**src/rtl/lru_tag_directory_unit_macros.svh**
```systemverilog
// ----------------------------------------------------------------------------
// lru_tag_directory_unit_macros.svh
// Assertion macros shared by the tag directory RTL.
// ----------------------------------------------------------------------------
`ifndef LRU_TAG_DIRECTORY_UNIT_MACROS_SVH
`define LRU_TAG_DIRECTORY_UNIT_MACROS_SVH

// Same-cycle implication, disabled while reset is high.
`define LTD_ASSERT_NOW(label, clk, rst, ante, cons, msg) \
  label: assert property (@(posedge clk) disable iff (rst) (ante) |-> (cons)) \
    else $error(msg);

// Next-cycle implication, disabled while reset is high.
`define LTD_ASSERT_NEXT(label, clk, rst, ante, cons, msg) \
  label: assert property (@(posedge clk) disable iff (rst) (ante) |=> (cons)) \
    else $error(msg);

`endif

```
**src/rtl/ltd_pkg.sv**
```systemverilog
// ----------------------------------------------------------------------------
// ltd_pkg
// Types and constants for the LRU tag directory.
// ----------------------------------------------------------------------------
package ltd_pkg;

  // Directory geometry.
  localparam int SLOTS    = 8;
  localparam int TAG_BITS = 16;
  localparam int SLOT_W   = $clog2(SLOTS);
  localparam int CNT_W    = $clog2(SLOTS + 1);
  localparam int STAMP_W  = 32;
  localparam int STAT_W   = 32;

  // One request item.
  typedef struct packed {
    logic [15:0] tag;
    logic        fill_ok;
  } req_t;

  // One result item.
  typedef struct packed {
    logic        ok;
    logic        hit;
    logic [2:0]  slot;
    logic        evicted;
    logic [15:0] evicted_tag;
    logic [3:0]  resident_count;
    logic [3:0]  peak_resident;
    logic [31:0] request_count;
    logic [31:0] hit_count;
    logic [31:0] miss_count;
    logic [31:0] eviction_count;
  } rsp_t;

  // One directory entry as held in the slot memory.
  typedef struct packed {
    logic [TAG_BITS-1:0] tag;
    logic [STAMP_W-1:0]  stamp;
  } slot_entry_t;

endpackage

```
**src/rtl/lru_tag_directory_unit.sv**
```systemverilog
// ----------------------------------------------------------------------------
// lru_tag_directory_unit
// Fully associative tag directory with timestamp LRU replacement.
// ----------------------------------------------------------------------------
//
//   channel | signals                  | direction | carries
//   --------+--------------------------+-----------+-----------------------
//   req     | req_valid, req_stall, req| in        | tag, fill_ok
//   rsp     | rsp_valid, rsp_stall, rsp| out       | status and statistics
//
// An item passes an accept step, a scan of every slot in turn through the
// single read port of the slot memory, and an update step.
// Tag and stamp live in that memory; valid bits and counters are flip-flops.
// Reset empties the directory at once and clears all statistics.
// A stalled result waits in the output register; the next item may be
// accepted meanwhile, and its update holds until the register is free.
// ----------------------------------------------------------------------------
`include "lru_tag_directory_unit_macros.svh"

module lru_tag_directory_unit (
  input  logic          clk,
  input  logic          rst,
  input  logic          req_valid,
  output logic          req_stall,
  input  ltd_pkg::req_t req,
  output logic          rsp_valid,
  input  logic          rsp_stall,
  output ltd_pkg::rsp_t rsp
);
  import ltd_pkg::*;

  typedef enum logic [1:0] {
    ST_IDLE,
    ST_SCAN,
    ST_UPDATE
  } state_t;

  localparam logic [SLOT_W-1:0] LAST_SLOT = SLOT_W'(SLOTS - 1);

  state_t              state;
  logic [SLOTS-1:0]    slot_valid;
  logic [STAMP_W-1:0]  use_clock;
  logic [STAT_W-1:0]   requests_total;
  logic [STAT_W-1:0]   hits_total;
  logic [STAT_W-1:0]   misses_total;
  logic [STAT_W-1:0]   evictions_total;
  logic [CNT_W-1:0]    resident;
  logic [CNT_W-1:0]    peak_valid;

  // Per-item working registers.
  logic [TAG_BITS-1:0] want;
  logic                fill;
  logic                wrap;
  logic [SLOT_W-1:0]   idx;
  logic                hit_found;
  logic [SLOT_W-1:0]   hit_idx;
  logic                vic_free;
  logic [SLOT_W-1:0]   vic_idx;
  logic [STAMP_W-1:0]  vic_stamp;
  logic [TAG_BITS-1:0] vic_tag;

  // Slot memory and its ports.
  slot_entry_t         slot_mem [SLOTS];
  slot_entry_t         rd_entry;
  logic [SLOT_W-1:0]   rd_addr;
  logic                wr_en;
  logic [SLOT_W-1:0]   wr_addr;
  slot_entry_t         wr_entry;

  // Derived values for the scan and update steps.
  logic                cur_valid;
  logic                restamp;
  logic [STAMP_W-1:0]  stamp_eff;
  logic                rsp_free;
  logic                evict;
  logic                miss_fill;
  logic [SLOT_W-1:0]   chosen;
  logic [CNT_W-1:0]    resident_next;
  logic [CNT_W-1:0]    peak_next;
  logic [STAT_W-1:0]   requests_next;
  logic [STAT_W-1:0]   hits_next;
  logic [STAT_W-1:0]   misses_next;
  logic [STAT_W-1:0]   evictions_next;

  assign req_stall = (state != ST_IDLE);
  assign rsp_free  = !rsp_valid || !rsp_stall;

  // Slot memory: one registered read port, one write port.
  always_ff @(posedge clk) begin
    if (wr_en) begin
      slot_mem[wr_addr] <= wr_entry;
    end
    rd_entry <= slot_mem[rd_addr];
  end

  // The scan reads the next slot while the current one is examined.
  always_comb begin
    if (state == ST_SCAN && idx != LAST_SLOT) begin
      rd_addr = idx + 1'b1;
    end else begin
      rd_addr = '0;
    end
  end

  // Scan step: a clock wrap renumbers each valid slot as it passes.
  assign cur_valid = slot_valid[idx];
  assign restamp   = (state == ST_SCAN) && wrap && cur_valid;
  assign stamp_eff = restamp ? use_clock : rd_entry.stamp;

  // Outcome of the finished scan.
  assign evict     = !hit_found && !vic_free;
  assign miss_fill = !hit_found && fill;
  assign chosen    = hit_found ? hit_idx : vic_idx;

  always_comb begin
    resident_next  = resident + CNT_W'(miss_fill) - CNT_W'(evict);
    peak_next      = (resident_next > peak_valid) ? resident_next : peak_valid;
    requests_next  = requests_total + 1'b1;
    hits_next      = hits_total + STAT_W'(hit_found);
    misses_next    = misses_total + STAT_W'(!hit_found);
    evictions_next = evictions_total + STAT_W'(evict);
  end

  // Memory writes: restamps during the scan, the hit or fill at update.
  always_comb begin
    wr_en    = 1'b0;
    wr_addr  = idx;
    wr_entry = '{tag: rd_entry.tag, stamp: use_clock};
    if (restamp) begin
      wr_en = 1'b1;
    end else if (state == ST_UPDATE && rsp_free) begin
      wr_en    = hit_found || fill;
      wr_addr  = chosen;
      wr_entry = '{tag: want, stamp: use_clock};
    end
  end

  // Sequencer, directory state and result register.
  always_ff @(posedge clk) begin
    if (rst) begin
      state           <= ST_IDLE;
      rsp_valid       <= 1'b0;
      slot_valid      <= '0;
      use_clock       <= '0;
      requests_total  <= '0;
      hits_total      <= '0;
      misses_total    <= '0;
      evictions_total <= '0;
      resident        <= '0;
      peak_valid      <= '0;
    end else begin
      // The update step reloads the result register itself.
      if (rsp_valid && !rsp_stall && state != ST_UPDATE) begin
        rsp_valid <= 1'b0;
      end
      unique case (state)
        ST_IDLE: begin
          if (req_valid) begin
            want      <= TAG_BITS'(req.tag);
            fill      <= req.fill_ok;
            wrap      <= &use_clock;
            use_clock <= (&use_clock) ? STAMP_W'(1) : use_clock + 1'b1;
            idx       <= '0;
            hit_found <= 1'b0;
            vic_free  <= 1'b0;
            state     <= ST_SCAN;
          end
        end
        ST_SCAN: begin
          if (restamp) begin
            use_clock <= use_clock + 1'b1;
          end
          // First valid slot holding the tag is the hit.
          if (!hit_found && cur_valid && rd_entry.tag == want) begin
            hit_found <= 1'b1;
            hit_idx   <= idx;
          end
          // Victim: first free slot, else lowest stamp with the lowest slot on ties.
          if (!vic_free) begin
            if (!cur_valid) begin
              vic_free <= 1'b1;
              vic_idx  <= idx;
            end else if (idx == '0 || stamp_eff < vic_stamp) begin
              vic_idx   <= idx;
              vic_stamp <= stamp_eff;
              vic_tag   <= rd_entry.tag;
            end
          end
          if (idx == LAST_SLOT) begin
            state <= ST_UPDATE;
          end else begin
            idx <= idx + 1'b1;
          end
        end
        ST_UPDATE: begin
          if (rsp_free) begin
            if (!hit_found) begin
              slot_valid[vic_idx] <= fill;
            end
            requests_total  <= requests_next;
            hits_total      <= hits_next;
            misses_total    <= misses_next;
            evictions_total <= evictions_next;
            resident        <= resident_next;
            peak_valid      <= peak_next;

            rsp_valid          <= 1'b1;
            rsp.ok             <= hit_found || fill;
            rsp.hit            <= hit_found;
            rsp.slot           <= 3'(chosen);
            rsp.evicted        <= evict;
            rsp.evicted_tag    <= evict ? 16'(vic_tag) : 16'd0;
            rsp.resident_count <= 4'(resident_next);
            rsp.peak_resident  <= 4'(peak_next);
            rsp.request_count  <= requests_next;
            rsp.hit_count      <= hits_next;
            rsp.miss_count     <= misses_next;
            rsp.eviction_count <= evictions_next;
            state              <= ST_IDLE;
          end
        end
        default: begin
          state <= ST_IDLE;
        end
      endcase
    end
  end

  // The resident count tracks the valid bits.
  `LTD_ASSERT_NOW(a_resident_matches, clk, rst, 1'b1, resident == CNT_W'($countones(slot_valid)), "resident count disagrees with valid bits")

  // The peak never falls below the current count.
  `LTD_ASSERT_NOW(a_peak_bound, clk, rst, 1'b1, peak_valid >= resident, "peak below resident count")

  // The update holds while a stalled result occupies the output register.
  `LTD_ASSERT_NEXT(a_update_holds, clk, rst, state == ST_UPDATE && rsp_valid && rsp_stall, state == ST_UPDATE, "update overwrote a stalled result")

  // The use clock is never zero while slots are being scanned.
  `LTD_ASSERT_NOW(a_clock_nonzero, clk, rst, state == ST_SCAN, use_clock != '0, "use clock zero during scan")

endmodule
```
**config.mk**
```make
export PLATFORM = sky130hd
export DESIGN_NAME = lru_tag_directory_unit
export DESIGN_NICKNAME = d
export VERILOG_FILES = /design/src/rtl/ltd_pkg.sv /design/src/rtl/lru_tag_directory_unit.sv
export VERILOG_INCLUDE_DIRS = /design/src /design/src/rtl
export SDC_FILE = /design/constraint.sdc
export NUM_CORES = 1
export LEC_CHECK = 0
export ABC_AREA = 1
export BUFFER_PORTS_ARGS = -buffer_cell sky130_fd_sc_hd__buf_2
export CORE_MARGIN = 8
export CORE_UTILIZATION = 45
export CTS_CLUSTER_SIZE = 8
export DETAILED_ROUTE_END_ITERATION = 6
export PLACE_DENSITY_LB_ADDON = 0.2
export SLEW_MARGIN = 25
export SYNTH_ARGS = -nofsm -noshare
export SYNTH_HDL_FRONTEND = slang
export SYNTH_SLANG_ARGS = --single-unit
export TNS_END_PERCENT = 30
```
**constraint.sdc**
```tcl
create_clock -name clk -period 10.35 [get_ports clk]
set_input_delay 3.105 -clock clk [delete_from_list [all_inputs] [get_ports clk]]
set_output_delay 3.105 -clock clk [all_outputs]
set_load 0.01 [all_outputs]
```
Word-level counts from Yosys, hierarchy flattened
Memory sizes are Yosys's and may differ from the RTL's. A register that Yosys moved wholly into a read port is not among the register bits.
Index checks and enable logic that the tools add are counted.
{ "classes": {"add_sub_neg": 8, "n_mux": 39, "eq_ne": 13, "reduce_logical": 35, "n_lt_le_gt_ge": 5, "n_bitwise": 3} }
{ "ops": {"columns": ["operator", "n"], "rows": [
  ["$mux W32", 4],
  ["$add A32 B1 Y32", 3],
  ["$mux W48", 2],
  ["$add A32 B1 Y32 const B", 2],
  ["$pmux W32 S2", 1],
  ["$lt A32 B32 Y1", 1],
  ["$reduce_and A32 Y1", 1],
  ["$mux W3", 8],
  ["$reduce_and A3 Y1", 7],
  ["$eq A16 B16 Y1", 1],
  ["$mux W1", 13],
  ["$reduce_and A4 Y1", 3],
  ["$logic_and A1 B1 Y1", 11],
  ["$ne A2 B2 Y1 const B", 5],
  ["$bwmux W8", 1],
  ["$lt A3 B4 Y1 const B", 2],
  ["$mux W2", 3],
  ["$ne A2 B1 Y1 const B", 3],
  ["$pmux W2 S3", 1],
  ["$pmux W3 S2", 1],
  ["$reduce_and A5 Y1", 1],
  ["$add A4 B1 Y4", 1],
  ["$gt A4 B4 Y1", 1],
  ["$logic_not A1 Y1", 4],
  ["17 further kinds", 23]
]} }
{ "word_totals": {"register_bits": 414, "wordCells": 135, "ramBits": 384, "memories": 1} }
{ "mem_list": {"columns": ["memory", "depth", "width", "read_ports", "rd_clocked_by_memory_dff", "write_ports", "line_no", "source"], "rows": [
  ["slot_mem", 8, 48, 1, 1, 1, "lru_tag_directory_unit.sv:63", "slot_entry_t slot_mem [SLOTS];"]
]} }

Longest topological paths before layout
{ "logic_depth": {"depth_word": 8, "ltp_mapped": 24, "ltp_nobuf": 22} }

Worst setup path before layout
No wires, ideal clock.
{ "synth_timing": {"path_type": "in2reg", "startpoint": "in rsp_stall", "endpoint": "reg rsp[0] (netlist bit), enable pin", "path_buffers": 2, "stages": 7, "slack_ns": -0.731, "arrival_ns": 10.401, "setup_time_ns": 0.680, "required_time_ns": 9.670, "cell_sequence": "nand2_1 -> inv_1 -> nor2_1 -> inv_1 -> clkbuf_8 -> clkbuf_1 -> nor2_1"} }
{ "synth_between": {"elab_chain_len": 3} }
{ "synth_lines": {"columns": ["item", "line_no", "source"], "rows": [
  ["start, declared", "lru_tag_directory_unit.sv:27", "input logic rsp_stall,"],
  ["$logic_not A1 Y1", "lru_tag_directory_unit.sv:86", "assign rsp_free = !rsp_valid || !rsp_stall;"],
  ["$logic_or A1 B1 Y1", "lru_tag_directory_unit.sv:86", null],
  ["$reduce_and A3 Y1 (no line)", null, null],
  ["end, declared", "lru_tag_directory_unit.sv:28", "output ltd_pkg::rsp_t rsp"]
]} }
Every way passes these cells.
A chain may end at the register's enable or synchronous reset.

Worst setup path in the final report
{ "layout_timing": {"startpoint": "in rsp_stall", "endpoint": "mem slot_mem[6][5] (netlist bit), enable pin"} }
{ "layout_between": {"elab_chain_len": 7, "word_cells_on_any_way": 9, "classes_between": "6 x mux; 3 x reduce/logical"} }
{ "layout_lines": {"columns": ["item", "line_no", "source"], "rows": [
  ["$logic_not A1 Y1 *", "lru_tag_directory_unit.sv:86", null],
  ["$logic_or A1 B1 Y1 *", "lru_tag_directory_unit.sv:86", null],
  ["$logic_and A1 B1 Y1 *", "lru_tag_directory_unit.sv:131", "end else if (state == ST_UPDATE && rsp_free) begin"],
  ["$mux W1", "lru_tag_directory_unit.sv:131", null],
  ["$mux W1", "lru_tag_directory_unit.sv:129", "if (restamp) begin"],
  ["$mux W1", "lru_tag_directory_unit.sv:90", "if (wr_en) begin"],
  ["$mux W1 (not written as such)", "lru_tag_directory_unit.sv:91", "slot_mem[wr_addr] <= wr_entry;"],
  ["end, declared", "lru_tag_directory_unit.sv:63", null]
]} }
Mark *: on every way between the ends. The rest lies on a longest branch, timed or not.

==> qor.csv <==
stage,metric,value,unit
setup_path,cp-end-kind,register,
synthesis,syn-num-nets,3252,
cts,cts_setup_buffers,0,
synthesis,ys_seq_area_share,65.7,%
place,portBuffers,180,
run_status,status,completed,
setup_path,cp-start-kind,input port,
setup_path,crit_type,in2reg,
sta,fmax,0.173,GHz
sta,min_period,5770,ps
setup_path,critical_path_buf_inv_count,4,
synthesis,synth_warnings,0,
sta,tns,0,ps
setup_path,crit_chain,buf_2 > nand2_1 > inv_1 > nor2_4 > buf_4 > nand2_1 > nand2_1 > nand2_1 > nor2_4 > buf_4,
sta,setup-violations-final,0,
cts,cts_sinks,846,
sta,hold_viol,0,
synthesis,syn-mean-instance-area,11.1,sq um
min_path,min-delay-path-class,reg2reg,
cts,root_buffer,clkbuf_16,
finish,fin_nets,3438,
global_route,track_usage,18.4,%
detailed_routing,wl,82.1,mm
setup_path,required,10640,ps
finish,utilization,52.3,%
cts,ctsResizeCount,0,
setup_path,critical-path-top-delay-family,buffers and inverters,
global_route,grt_pass1_vias,23500,
power,leakagePower,16.1,nW
synthesis,ys_types,51,
place,dp.cells,4289,
synthesis,syn_area,0.0352,sq mm
sta,slew_violations,0,
die,ios,181,
finish,syn_to_final_growth,15.2,%
cts,cts_tree,built,
cts,max-clock-path-buffers,3,
global_route,antenna_found_initial,0,
cts,htreeDepth,3,
setup_path,crit_fanout,74,
sta,rsz0062_at_grt,false,
power,ir_drop,0.000141,V
die,die_area,0.0874,sq mm
cts,clk_latency,670,ps
min_path,min-delay-start,rd_entry[45],
setup_path,startpoint,rsp_stall,
synthesis,synth_seq_cells,846,
sta,maxSlewHeadroom,32.4,%
detailed_routing,drtPass1Iterations,5,
setup_path,crit_arrival,6060,ps
synthesis,synthTopCellsByArea,"edfxtp_1 53%, dfxtp_1 13%, nor2_1 4.5%",
finish,final_cells,4507,
setup_path,cp_slowest_cell,buf_4,
die,core,0.0775,sq mm
die,start_util,45.4,%
detailed_routing,drc,0,
place,gp_congestion,0.828,
sta,worstMarginPinSlew,1010,ps
synthesis,syn_inst,3180,
cts,clkSlewWorstSetupHoldPaths,50,ps
detailed_routing,drt-initial-drc-count,1572,
global_route,grt_remaining_overflow,0,
detailed_routing,num_vias,23600,
sta,skew,37.9,ps
power,power-per-cell-area,187,mW/mm^2
die,rows,102,
finish,drive_gt1_share,13.4,%
cts,numCtsBuffers,115,
detailed_routing,ant_nets,0,
synthesis,synth.largest_area_cell,edfxtp_1,
setup_path,crit_top_cell,nand2_1,
detailed_routing,detail_route.wl_per_cell,18.2,microns
die,die_x,296,microns
job,cap_violations,0,
global_route,grt_pass1_wl,128,mm
cts,cts_hold_buffers,0,
place,dp_hpwl,50.4,mm
global_route,grt_max_degree,194,
synthesis,synth_top_cell_area_share,52.8,%
sta,finalCritPeriodShare,55.7,%
setup_path,worst_path_largest_cell_delay,720,ps
detailed_routing,avgViaCountPerCell,5.23,
setup_path,r2r-start,idx[0],
die,dieHeight,296,microns
## where the power goes
group          internal, mW  switching, mW
registers              3.70         0.0367
logic                 0.122          0.269
clock network          2.10           1.38
total                  5.91           1.68
## logic make-up after synthesis
family,after synthesis,share of synthesized area (%)
buffers and inverters,521,5.68
adders and majority gates,51,1.83
DFF,846,65.7
AOI/OAI and AO/OA,643,10.7
xor gates and xnor gates,123,3.10
and+or+nand+nor,996,12.9
## flip-flops by register name, summed over array words and instances, names as in the netlist, 2 cells and up
signal,count
vic_tag,16
peak_valid,4
slot_valid,8
rd_entry,48
slot_mem,384
vic_idx,3
evictions_total,32
requests_total,32
rsp,158
use_clock,32
misses_total,32
hits_total,32
hit_idx,3
vic_stamp,32
resident,4
idx,3
state,2
want,16
## worst paths after layout
kind	to	slack, ps	cells past startpoint
hold reg to reg	vic_tag[13]	430	0
hold / removal	vic_tag[13]	430	0
setup reg to reg	vic_stamp[13]	4960	19
setup / recovery	slot_mem[6][5]	4580	10
## synthesized netlist by cell type (all sizes together)
| library cell | count |
|---|---|
| nor4b | 2 |
| o22ai | 3 |
| o211ai | 48 |
| clkbuf | 112 |
| a31oi | 50 |
| a21oi | 132 |
| a21o | 1 |
| nand3b | 1 |
| o221a | 2 |
| xnor2 | 3 |
| nor2 | 448 |
| dlygate4sd3 | 1 |
| clkdlybuf4s50 | 1 |
| a211oi | 13 |
| a221oi | 1 |
| nand2 | 313 |
| buf | 22 |
| o21ai | 294 |
| nor3b | 4 |
| edfxtp | 619 |
| a221o | 1 |
| nand4 | 36 |
| or2 | 50 |
| o21bai | 48 |
| inv | 385 |
| o32ai | 48 |
| fa | 1 |
| o21a | 2 |
| or4 | 3 |
| dfxtp | 227 |
| ha | 50 |
| nand3 | 76 |
| nor3 | 41 |
| nor4 | 22 |
| xor2 | 120 |
## cells in the final DEF (no fill, tap or decap), types with 7 or more instances in the layout
cell type	n
nor3_1	35
buf_4	23
nand2_2	8
o32ai_1	48
a21oi_1	131
o21ai_0	271
a31oi_1	50
ha_1	50
xor2_1	118
nor2_1	411
nand4_1	34
nand3_1	60
clkbuf_16	116
nor2_4	27
dfxtp_1	227
nand2_1	303
o21ai_1	22
nor4_1	19
nor2_2	10
a211oi_1	13
o21bai_1	48
edfxtp_1	619
buf_2	179
or2_2	50
clkbuf_1	94
nand3_2	11
o211ai_1	48
inv_1	375
inv_2	7
## per-layer routing
metal | vias up | GRT usage [%] | wire length, microns
met3 | 134 | 3.01 | 4480
met5 | - | 0 | 0
met1 | 11400 | 23.5 | 35400
met4 | 0 | 6.78 | 2490
met2 | 624 | 31.5 | 39700
li1 | 11400 | - | -
## area by class of cell
class / count / area (sq um)
fillers: 6726 / 36900
repair buffers: 205 / 1110
well taps: 1040 / 1300
clock buffers: 210 / 3260
inverters: 385 / 1450
flip-flops and latches: 846 / 23100
multi-input cells: 1813 / 10200
clock inverters: 6 / 110
diodes: 2 / 5.00
## metrics by stage
stage	power (mW)	area [sq um]	setup slack, ps	hold WS, ps
3_5_place_dp	4.19	37200	3890	419
2_1_floorplan	4.05	35200	1950	408
5_1_grt	7.88	40500	4420	443
3_3_place_gp	4.18	37200	3940	421
6_report	7.60	40500	4580	432
4_1_cts	7.68	40500	4600	432
Power figures use the tool's default switching activity.
